### src/rtl/pf_pkg.sv
// shared types, constants and letter/square helper functions for the playfair block
package pf_pkg;

    localparam int unsigned LETTER_W = 5;
    localparam int unsigned ACTION_W = 3;
    localparam int unsigned SQ_SIDE  = 5;
    localparam int unsigned SQ_CELLS = 25;
    localparam int unsigned LETTERS  = 26;
    localparam int unsigned POS_W    = 5;

    localparam logic [LETTER_W-1:0] LETTER_I  = 5'd8;
    localparam logic [LETTER_W-1:0] LETTER_J  = 5'd9;
    localparam logic [LETTER_W-1:0] LETTER_X  = 5'd23;
    localparam logic [LETTER_W-1:0] LETTER_Z  = 5'd25;
    localparam logic [LETTER_W-1:0] LETTER_NUM = 5'(LETTERS);
    localparam logic [POS_W-1:0]    CELL_NUM  = 5'(SQ_CELLS);

    localparam logic [ACTION_W-1:0] ACT_CLEAR  = 3'd0;
    localparam logic [ACTION_W-1:0] ACT_KEY    = 3'd1;
    localparam logic [ACTION_W-1:0] ACT_FINISH = 3'd2;
    localparam logic [ACTION_W-1:0] ACT_MSG    = 3'd3;
    localparam logic [ACTION_W-1:0] ACT_END    = 3'd4;

    typedef struct packed {
        logic                we;
        logic [POS_W-1:0]    waddr;
        logic [LETTER_W-1:0] wdata;
        logic                re;
        logic [POS_W-1:0]    raddr;
    } t_mem_req;

    function automatic logic [LETTER_W-1:0] pf_fold(input logic [LETTER_W-1:0] l);
        return (l == LETTER_J) ? LETTER_I : l;
    endfunction

    function automatic logic [2:0] pf_row(input logic [POS_W-1:0] p);
        logic [2:0] r;
        if (p >= 5'd20) begin
            r = 3'd4;
        end else if (p >= 5'd15) begin
            r = 3'd3;
        end else if (p >= 5'd10) begin
            r = 3'd2;
        end else if (p >= 5'd5) begin
            r = 3'd1;
        end else begin
            r = 3'd0;
        end
        return r;
    endfunction

    function automatic logic [2:0] pf_col(input logic [POS_W-1:0] p);
        logic [POS_W-1:0] t;
        t = p - {2'b00, pf_row(p)} * 5'(SQ_SIDE);
        return t[2:0];
    endfunction

    function automatic logic [2:0] pf_next(input logic [2:0] c);
        return (c == 3'(SQ_SIDE - 1)) ? 3'd0 : c + 3'd1;
    endfunction

    function automatic logic [POS_W-1:0] pf_cell(input logic [2:0] r, input logic [2:0] c);
        return {2'b00, r} * 5'(SQ_SIDE) + {2'b00, c};
    endfunction

endpackage

### src/rtl/pf_ram.sv
// generic single-write single-read ram with registered read data
module pf_ram #(
    parameter int unsigned WIDTH = 5,
    parameter int unsigned DEPTH = 32
) (
    input  logic                     i_clk,
    input  logic                     i_we,
    input  logic [$clog2(DEPTH)-1:0] i_waddr,
    input  logic [WIDTH-1:0]         i_wdata,
    input  logic                     i_re,
    input  logic [$clog2(DEPTH)-1:0] i_raddr,
    output logic [WIDTH-1:0]         o_rdata
);

    logic [WIDTH-1:0] r_mem [DEPTH];
    logic [WIDTH-1:0] r_rdata;

    always_ff @(posedge i_clk) begin
        if (i_we) begin
            r_mem[i_waddr] <= i_wdata;
        end
        if (i_re) begin
            r_rdata <= r_mem[i_raddr];
        end
    end

    assign o_rdata = r_rdata;

endmodule

### src/rtl/pf_ctrl.sv
// sequencer: key fill, pairing, square lookups and output register
module pf_ctrl (
    input  logic                          i_clk,
    input  logic                          i_rst_n,
    input  logic                          i_in_valid,
    output logic                          o_in_ready,
    input  logic [pf_pkg::ACTION_W-1:0]   i_action,
    input  logic [pf_pkg::LETTER_W-1:0]   i_letter,
    input  logic                          i_cfg_valid,
    input  logic [pf_pkg::LETTER_W-1:0]   i_cfg_data,
    output logic                          o_out_valid,
    input  logic                          i_out_ready,
    output logic [pf_pkg::LETTER_W-1:0]   o_first,
    output logic [pf_pkg::LETTER_W-1:0]   o_second,
    output logic                          o_padded,
    output pf_pkg::t_mem_req              o_lp_req,
    input  logic [pf_pkg::POS_W-1:0]      i_lp_rdata,
    output pf_pkg::t_mem_req              o_ks_req,
    input  logic [pf_pkg::LETTER_W-1:0]   i_ks_rdata
);
    import pf_pkg::*;

    typedef enum logic [2:0] {
        S_IDLE,
        S_FILL,
        S_LA,
        S_LB,
        S_SQ1,
        S_SQ2,
        S_DONE
    } t_state;

    t_state              r_state, n_state;
    logic [LETTERS-1:0]  r_used, n_used;
    logic [POS_W-1:0]    r_fill, n_fill;
    logic                r_key_ready, n_key_ready;
    logic [LETTER_W-1:0] r_held, n_held;
    logic                r_held_valid, n_held_valid;
    logic [LETTER_W-1:0] r_walk, n_walk;
    logic [LETTER_W-1:0] r_a, n_a;
    logic [LETTER_W-1:0] r_b, n_b;
    logic                r_pad_flag, n_pad_flag;
    logic [POS_W-1:0]    r_pa, n_pa;
    logic [POS_W-1:0]    r_q, n_q;
    logic [LETTER_W-1:0] r_x, n_x;
    logic [LETTER_W-1:0] r_pad, n_pad;
    logic                r_out_valid, n_out_valid;
    logic [LETTER_W-1:0] r_first, n_first;
    logic [LETTER_W-1:0] r_second, n_second;
    logic                r_padded, n_padded;

    logic                w_acc;
    logic [LETTER_W-1:0] w_in_fold;
    logic [LETTER_W-1:0] w_key_letter;
    logic                w_place;
    logic [LETTER_W-1:0] w_pad;
    logic [2:0]          w_ra, w_ca, w_rb, w_cb;
    logic [POS_W-1:0]    w_i1, w_i2;
    logic                w_out_free;

    assign w_acc      = i_in_valid && (r_state == S_IDLE);
    assign w_in_fold  = pf_fold(i_letter);
    assign w_key_letter = (r_state == S_FILL) ? r_walk : w_in_fold;
    assign w_pad      = (r_pad >= LETTER_NUM) ? LETTER_X : pf_fold(r_pad);
    assign w_out_free = !r_out_valid || i_out_ready;

    always_comb begin
        logic try_place;
        try_place = (w_acc && i_action == ACT_KEY && !r_key_ready && i_letter < LETTER_NUM)
                 || (r_state == S_FILL && r_walk != LETTER_J);
        w_place = try_place && !r_used[w_key_letter] && (r_fill < CELL_NUM);
    end

    // corner, row and column rules on the two square positions
    always_comb begin
        w_ra = pf_row(r_pa);
        w_ca = pf_col(r_pa);
        w_rb = pf_row(i_lp_rdata);
        w_cb = pf_col(i_lp_rdata);
        if (w_ra == w_rb) begin
            w_i1 = pf_cell(w_ra, pf_next(w_ca));
            w_i2 = pf_cell(w_rb, pf_next(w_cb));
        end else if (w_ca == w_cb) begin
            w_i1 = pf_cell(pf_next(w_ra), w_ca);
            w_i2 = pf_cell(pf_next(w_rb), w_cb);
        end else begin
            w_i1 = pf_cell(w_ra, w_cb);
            w_i2 = pf_cell(w_rb, w_ca);
        end
    end

    always_comb begin
        o_lp_req.we    = w_place;
        o_lp_req.waddr = w_key_letter;
        o_lp_req.wdata = r_fill;
        o_lp_req.re    = (r_state == S_LA) || (r_state == S_LB);
        o_lp_req.raddr = (r_state == S_LA) ? r_a : r_b;
        o_ks_req.we    = w_place;
        o_ks_req.waddr = r_fill;
        o_ks_req.wdata = w_key_letter;
        o_ks_req.re    = (r_state == S_SQ1) || (r_state == S_SQ2);
        o_ks_req.raddr = (r_state == S_SQ1) ? w_i1 : r_q;
    end

    always_comb begin
        n_state      = r_state;
        n_used       = r_used;
        n_fill       = r_fill;
        n_key_ready  = r_key_ready;
        n_held       = r_held;
        n_held_valid = r_held_valid;
        n_walk       = r_walk;
        n_a          = r_a;
        n_b          = r_b;
        n_pad_flag   = r_pad_flag;
        n_pa         = r_pa;
        n_q          = r_q;
        n_x          = r_x;
        n_pad        = i_cfg_valid ? i_cfg_data : r_pad;
        n_out_valid  = r_out_valid && !i_out_ready;
        n_first      = r_first;
        n_second     = r_second;
        n_padded     = r_padded;

        if (w_place) begin
            n_used[w_key_letter] = 1'b1;
            n_fill = r_fill + 5'd1;
        end

        unique case (r_state)
            S_IDLE: begin
                if (w_acc) begin
                    unique case (i_action)
                        ACT_CLEAR: begin
                            n_used       = '0;
                            n_fill       = '0;
                            n_key_ready  = 1'b0;
                            n_held_valid = 1'b0;
                            n_held       = '0;
                        end
                        ACT_FINISH: begin
                            if (!r_key_ready) begin
                                n_walk  = '0;
                                n_state = S_FILL;
                            end
                        end
                        ACT_MSG: begin
                            if (r_key_ready && i_letter < LETTER_NUM) begin
                                if (!r_held_valid) begin
                                    n_held       = w_in_fold;
                                    n_held_valid = 1'b1;
                                end else begin
                                    n_a        = r_held;
                                    n_b        = (r_held == w_in_fold) ? w_pad : w_in_fold;
                                    n_pad_flag = 1'b0;
                                    if (r_held != w_in_fold) begin
                                        n_held_valid = 1'b0;
                                    end
                                    n_state = S_LA;
                                end
                            end
                        end
                        ACT_END: begin
                            if (r_key_ready && r_held_valid) begin
                                n_a          = r_held;
                                n_b          = w_pad;
                                n_pad_flag   = 1'b1;
                                n_held_valid = 1'b0;
                                n_state      = S_LA;
                            end
                        end
                        default: begin
                        end
                    endcase
                end
            end
            S_FILL: begin
                if (r_walk == LETTER_Z) begin
                    n_key_ready = 1'b1;
                    n_state     = S_IDLE;
                end else begin
                    n_walk = r_walk + 5'd1;
                end
            end
            S_LA: begin
                n_state = S_LB;
            end
            S_LB: begin
                n_pa    = i_lp_rdata;
                n_state = S_SQ1;
            end
            S_SQ1: begin
                n_q     = w_i2;
                n_state = S_SQ2;
            end
            S_SQ2: begin
                n_x     = i_ks_rdata;
                n_state = S_DONE;
            end
            S_DONE: begin
                if (w_out_free) begin
                    n_out_valid = 1'b1;
                    n_first     = r_x;
                    n_second    = i_ks_rdata;
                    n_padded    = r_pad_flag;
                    n_state     = S_IDLE;
                end
            end
            default: begin
                n_state = S_IDLE;
            end
        endcase
    end

    always_ff @(posedge i_clk) begin
        if (!i_rst_n) begin
            r_state      <= S_IDLE;
            r_used       <= '0;
            r_fill       <= '0;
            r_key_ready  <= 1'b0;
            r_held       <= '0;
            r_held_valid <= 1'b0;
            r_pad        <= LETTER_X;
            r_out_valid  <= 1'b0;
        end else begin
            r_state      <= n_state;
            r_used       <= n_used;
            r_fill       <= n_fill;
            r_key_ready  <= n_key_ready;
            r_held       <= n_held;
            r_held_valid <= n_held_valid;
            r_pad        <= n_pad;
            r_out_valid  <= n_out_valid;
        end
        r_walk     <= n_walk;
        r_a        <= n_a;
        r_b        <= n_b;
        r_pad_flag <= n_pad_flag;
        r_pa       <= n_pa;
        r_q        <= n_q;
        r_x        <= n_x;
        r_first    <= n_first;
        r_second   <= n_second;
        r_padded   <= n_padded;
    end

    assign o_in_ready  = (r_state == S_IDLE);
    assign o_out_valid = r_out_valid;
    assign o_first     = r_first;
    assign o_second    = r_second;
    assign o_padded    = r_padded;

endmodule

### src/rtl/playfair_digraph_cipher.sv
// top level of the playfair digraph cipher: sequencer and the two square memories
//
// channel   direction  handshake                      payload
// s_axis    in         s_axis_tvalid/s_axis_tready    tdata: action, letter
// m_axis    out        m_axis_tvalid/m_axis_tready    tdata: first, second; tuser: end_padded
// cfg       in         i_cfg_valid/o_cfg_ready        i_cfg_data: pad_letter
//
// clear, key letter, held message letter and ignored beats leave the sequencer idle
// finish key makes one walk step over each letter code
// a pair or an end flush makes two reads on the position memory port
// followed by two reads on the square memory port
// reset clears control state only; square contents are valid once the key is finished
// a waiting result holds the sequencer in its last step and stops input beats
module playfair_digraph_cipher (
    input  logic        i_clk,
    input  logic        i_rst_n,
    input  logic        s_axis_tvalid,
    output logic        s_axis_tready,
    input  logic [7:0]  s_axis_tdata,   // action[2:0], letter[7:3]
    output logic        m_axis_tvalid,
    input  logic        m_axis_tready,
    output logic [15:0] m_axis_tdata,   // cipher_first[4:0], cipher_second[9:5], zeros
    output logic        m_axis_tuser,   // end_padded[0]
    input  logic        i_cfg_valid,
    output logic        o_cfg_ready,
    input  logic [4:0]  i_cfg_data      // pad_letter
);
    import pf_pkg::*;

    t_mem_req            w_lp_req;
    t_mem_req            w_ks_req;
    logic [POS_W-1:0]    w_lp_rdata;
    logic [LETTER_W-1:0] w_ks_rdata;
    logic [LETTER_W-1:0] w_first;
    logic [LETTER_W-1:0] w_second;

    pf_ctrl u_ctrl (
        .i_clk       (i_clk),
        .i_rst_n     (i_rst_n),
        .i_in_valid  (s_axis_tvalid),
        .o_in_ready  (s_axis_tready),
        .i_action    (s_axis_tdata[2:0]),
        .i_letter    (s_axis_tdata[7:3]),
        .i_cfg_valid (i_cfg_valid),
        .i_cfg_data  (i_cfg_data),
        .o_out_valid (m_axis_tvalid),
        .i_out_ready (m_axis_tready),
        .o_first     (w_first),
        .o_second    (w_second),
        .o_padded    (m_axis_tuser),
        .o_lp_req    (w_lp_req),
        .i_lp_rdata  (w_lp_rdata),
        .o_ks_req    (w_ks_req),
        .i_ks_rdata  (w_ks_rdata)
    );

    // position of each letter in the square
    pf_ram #(
        .WIDTH (POS_W),
        .DEPTH (LETTERS)
    ) u_place_ram (
        .i_clk   (i_clk),
        .i_we    (w_lp_req.we),
        .i_waddr (w_lp_req.waddr),
        .i_wdata (w_lp_req.wdata),
        .i_re    (w_lp_req.re),
        .i_raddr (w_lp_req.raddr),
        .o_rdata (w_lp_rdata)
    );

    // letter at each square position
    pf_ram #(
        .WIDTH (LETTER_W),
        .DEPTH (SQ_CELLS)
    ) u_square_ram (
        .i_clk   (i_clk),
        .i_we    (w_ks_req.we),
        .i_waddr (w_ks_req.waddr),
        .i_wdata (w_ks_req.wdata),
        .i_re    (w_ks_req.re),
        .i_raddr (w_ks_req.raddr),
        .o_rdata (w_ks_rdata)
    );

    assign m_axis_tdata = {6'b000000, w_second, w_first};
    assign o_cfg_ready  = 1'b1;

endmodule

### config.mk
export PLATFORM = sky130hd
export DESIGN_NAME = playfair_digraph_cipher
export DESIGN_NICKNAME = d
export VERILOG_FILES = /design/src/rtl/pf_pkg.sv /design/src/rtl/pf_ram.sv /design/src/rtl/pf_ctrl.sv /design/src/rtl/playfair_digraph_cipher.sv
export SDC_FILE = /design/constraint.sdc
export NUM_CORES = 1
export LEC_CHECK = 0
export CAP_MARGIN = 40
export CORE_ASPECT_RATIO = 1.25
export CORE_MARGIN = 5
export CORE_UTILIZATION = 55
export CTS_BUF_LIST = sky130_fd_sc_hd__clkbuf_8
export DETAILED_ROUTE_END_ITERATION = 10
export DONT_BUFFER_PORTS = 1
export GPL_ROUTABILITY_DRIVEN = 0
export GPL_TIMING_DRIVEN = 0
export HOLD_SLACK_MARGIN = 0.15
export PLACE_DENSITY = 0.7
export RECOVER_POWER = 100
export SLEW_MARGIN = 0
export SYNTH_ARGS = -nofsm -noshare
export SYNTH_HDL_FRONTEND = slang
export SYNTH_SLANG_ARGS = --single-unit
### constraint.sdc
create_clock -name i_clk -period 15.6 [get_ports i_clk]
set_input_delay 0.78 -clock i_clk [delete_from_list [all_inputs] [get_ports i_clk]]
set_output_delay 0.78 -clock i_clk [all_outputs]
set_load 0.1 [all_outputs]
==> reports/metrics.cfg <==
[layout]
drive_gt1_share_pct = 11.5
largest_register_ffs = 130
regMostFlops = u_place_ram.r_mem
stdcell_area_um2 = 17800
nNetsFinal = 1342
largestRegisters = u_place_ram.r_mem x130, u_square_ram.r_mem x125, u_ctrl.r_used x26
nFillCells = 2310
diodes = 0
syn2layout_area_growth_pct = 9.31
multi_input_area_um2 = 5600
regArea_um2 = 10200

[clocking]
cts_root_buf = clkbuf_8
insertion_delay_ps = 590
path_clk_slew_ps = 70
clock_path_buffers = 3
cts_hold_buf = 0
htreeDepth = 2
cts.sinks = 354
cts_tree = built
cts_resized = 0
cts_setup_buffers = 0
cts_made_buffers = 52

[power_and_ir_drop]
leakage_uw = 0.00625
power_uw = 1790
internal_power_uw = 1400
p_switching_uw = 391
pwr-share-seq_pct = 57.7
switching_share_pct = 21.8
peakVddDrop_v = 0.0000771
clkPwrFrac_pct = 38.7
pwr-share-comb_pct = 3.6
power_density_nw_per_um2 = 101

[sta]
rsz0062_at_grt = no
drv_slew = 36
setup_tns_ps = 0
fin_skew_ps = 42.4
slew-limit-headroom_pct = -19.5
worst_slack_ps = 8750
fin_crit_sh_pct = 43.9
max_freq_mhz = 146
final-hold-violation-count = 0
timing_worst_slew_pin_value_ps = 1790
setup_violations = 0
holdWs_ps = 335
fin_crit_ps = 6850

[routing]
drtIter0Drc = 940
wire_per_inst_um = 20.5
ant_nets = 0
vias = 9966
drc = 0
viasPerCell = 5.82
routed_wl_um = 35100
dr.pass1.iters = 5

[global_route]
track_usage_pct = 21.4
antenna_found_initial = 0
grt_max_degree = 35
grt_pass1_wl_um = 55000
grt_pass1_vias = 9843
grt.overflow.total = 0

[die]
placementRows = 70
die_height_um = 202
start_util_pct = 55.5
die-width_um = 164
fp.coreArea_um2 = 29300
die-area_um2 = 33100
io_pins = 38

[placed_design]
hpwl_um = 25300
dpl_cell_area_um2 = 17100
io_buffers = 0
place_ws_ps = 9650

[critical_path]
worst_setup_path_start_kind = register
r2r-end = u_square_ram.o_rdata[4]
rrSetupSlack_ps = 8750
critPathCaptureType = register
worstPathArrival_ps = 7240
worstReg2RegStart = u_ctrl.r_pa[2]
worst_ep_required_time_ps = 15990
worstSetupPathType = register to register
reg2reg_depth = 22
cp_max_fo = 10

[synth]
yosys.area.top_type_share_pct = 56.8
synth_edf_count = 307
synth_top_cell_by_area = edfxtp_1
async_flop_share_pct = 0
yosysUniqueCellTypes = 84
yosysMostFrequentCell = edfxtp_1
ys_seq_elements = 354
synth_ff_type = edfxtp_1
yosys_warnings = 0
synthTopCellsByCount = edfxtp_1, nor2_1, nand2_1
synth_area_um2 = 16200
ys_seq_area_share_pct = 62.6
netlist_instances = 1198
synth_area_leaders = edfxtp_1, dfxtp_1, mux4_2
synth_area_per_cell_um2 = 13.6

[hold_path]
min_path_type = primary input to register
hold_depth = 2
min_from = i_cfg_data[2]
hold_end = u_ctrl.r_pad[2]

[outcome]
outcome = complete, but fails checks
violations = max-capacitance violations, max-slew violations

[job]
max_cap_violations = 2

==> worst max path at each step <==
stage	to	from	slack [ps]	depth (start not counted)
3_5_place_dp	u_square_ram.o_rdata[4]	u_ctrl.r_pa[2]	9650	22
5_1_grt	u_square_ram.o_rdata[4]	u_ctrl.r_pa[3]	8170	24
3_3_place_gp	u_square_ram.r_mem[24][0]	u_ctrl.r_state[1]	9320	11
4_1_cts	u_square_ram.o_rdata[0]	u_ctrl.r_pa[2]	9640	22
6_report	u_square_ram.o_rdata[4]	u_ctrl.r_pa[2]	8750	22
2_1_floorplan	u_square_ram.r_mem[24][0]	u_ctrl.r_state[1]	10320	11
==> layout by cell type, fill, tap and decap left out, types with 11 or more instances in the layout <==
master    Yosys  layout
ha_1         41      41
o21ai_0      26      26
xor2_1       16      16
nor3_1       19      20
nand2_1      97      97
nand3_1      29      29
and2_1       21      11
nor2b_1      16      16
dfxtp_1      47      47
clkbuf_1     28      52
nor2_1      122     123
mux4_2       35      35
clkbuf_8      0      57
a21oi_1      60      61
mux2_2       19      16
edfxtp_1    307     307
nand4_1      13      13
inv_1        31      51
mux2i_1      66      66
a32oi_1      16      16
clkinv_1      2      16
==> metal layers <==
layer	vias up	global-route usage [%]	share of wire [%]
li1	4685	-	-
met1	4837	28.5	40
met2	371	36.8	51
met3	73	2.88	5.7
met4	0	6.59	3.1
met5	-	0	0
==> metrics by stage <==
step / util, % / std cells
3_5_place_dp: 58.5 / 1615
3_3_place_gp: 57.3 / 1599
4_1_cts: 61.8 / 1711
6_report: 60.7 / 1713
2_1_floorplan: - / 1203
5_1_grt: 60.7 / 1713
==> power by group through the flow <==
stage                     sequential [uW]  combinational (uW)  clock (uW)
after floorplan                      1050                45.9           0
after global placement               1050                60.4           0
after detailed placement             1050                68.6           0
after CTS                            1030                68.8         707
after global routing                 1030                69.2         756
final                                1030                63.7         694
==> worst max-delay path, cell delays in order, from the launching register on <==
cell and delay [ps]:
edfxtp_1 490, o21ai_0 640, nor2b_1 420, ha_1 210, inv_1 40, fa_1 420, nor2_1 180, a22oi_1 100
and4_1 220, buf_6 130, a21oi_1 140, ha_1 170, inv_1 50, fa_1 380, nor2b_1 150, nor3_1 500
a311oi_1 180, nor2_1 720, clkbuf_1 580, nor2_1 180, a32oi_1 310, o311ai_0 170, nor3_1 270
==> cell families after synthesis <==
| group | count (synthesis) | share of synthesized area [%] |
|---|---|---|
| xor+xnor | 25 | 1.35 |
| fa+ha+maj | 49 | 4.14 |
| buf+inv | 93 | 2.85 |
| compound gates | 191 | 7.98 |
| simple gates | 361 | 10.6 |
| other cells | 2 | 0.0462 |
| mux | 123 | 10.5 |
| flops | 354 | 62.6 |
==> area by class of cell <==
class                      instances  share of cell area, %
clock inverter                    39                   1.10
sequential                       354                   57.2
multi-input combinational        756                   31.6
clock buffer                      57                   4.42
inverter                          34                  0.719
tap                              396                   2.79
buffer                            59                   1.77
timing repair buffer              18                  0.416
No activity file was read; power rests on OpenSTA's default activity.
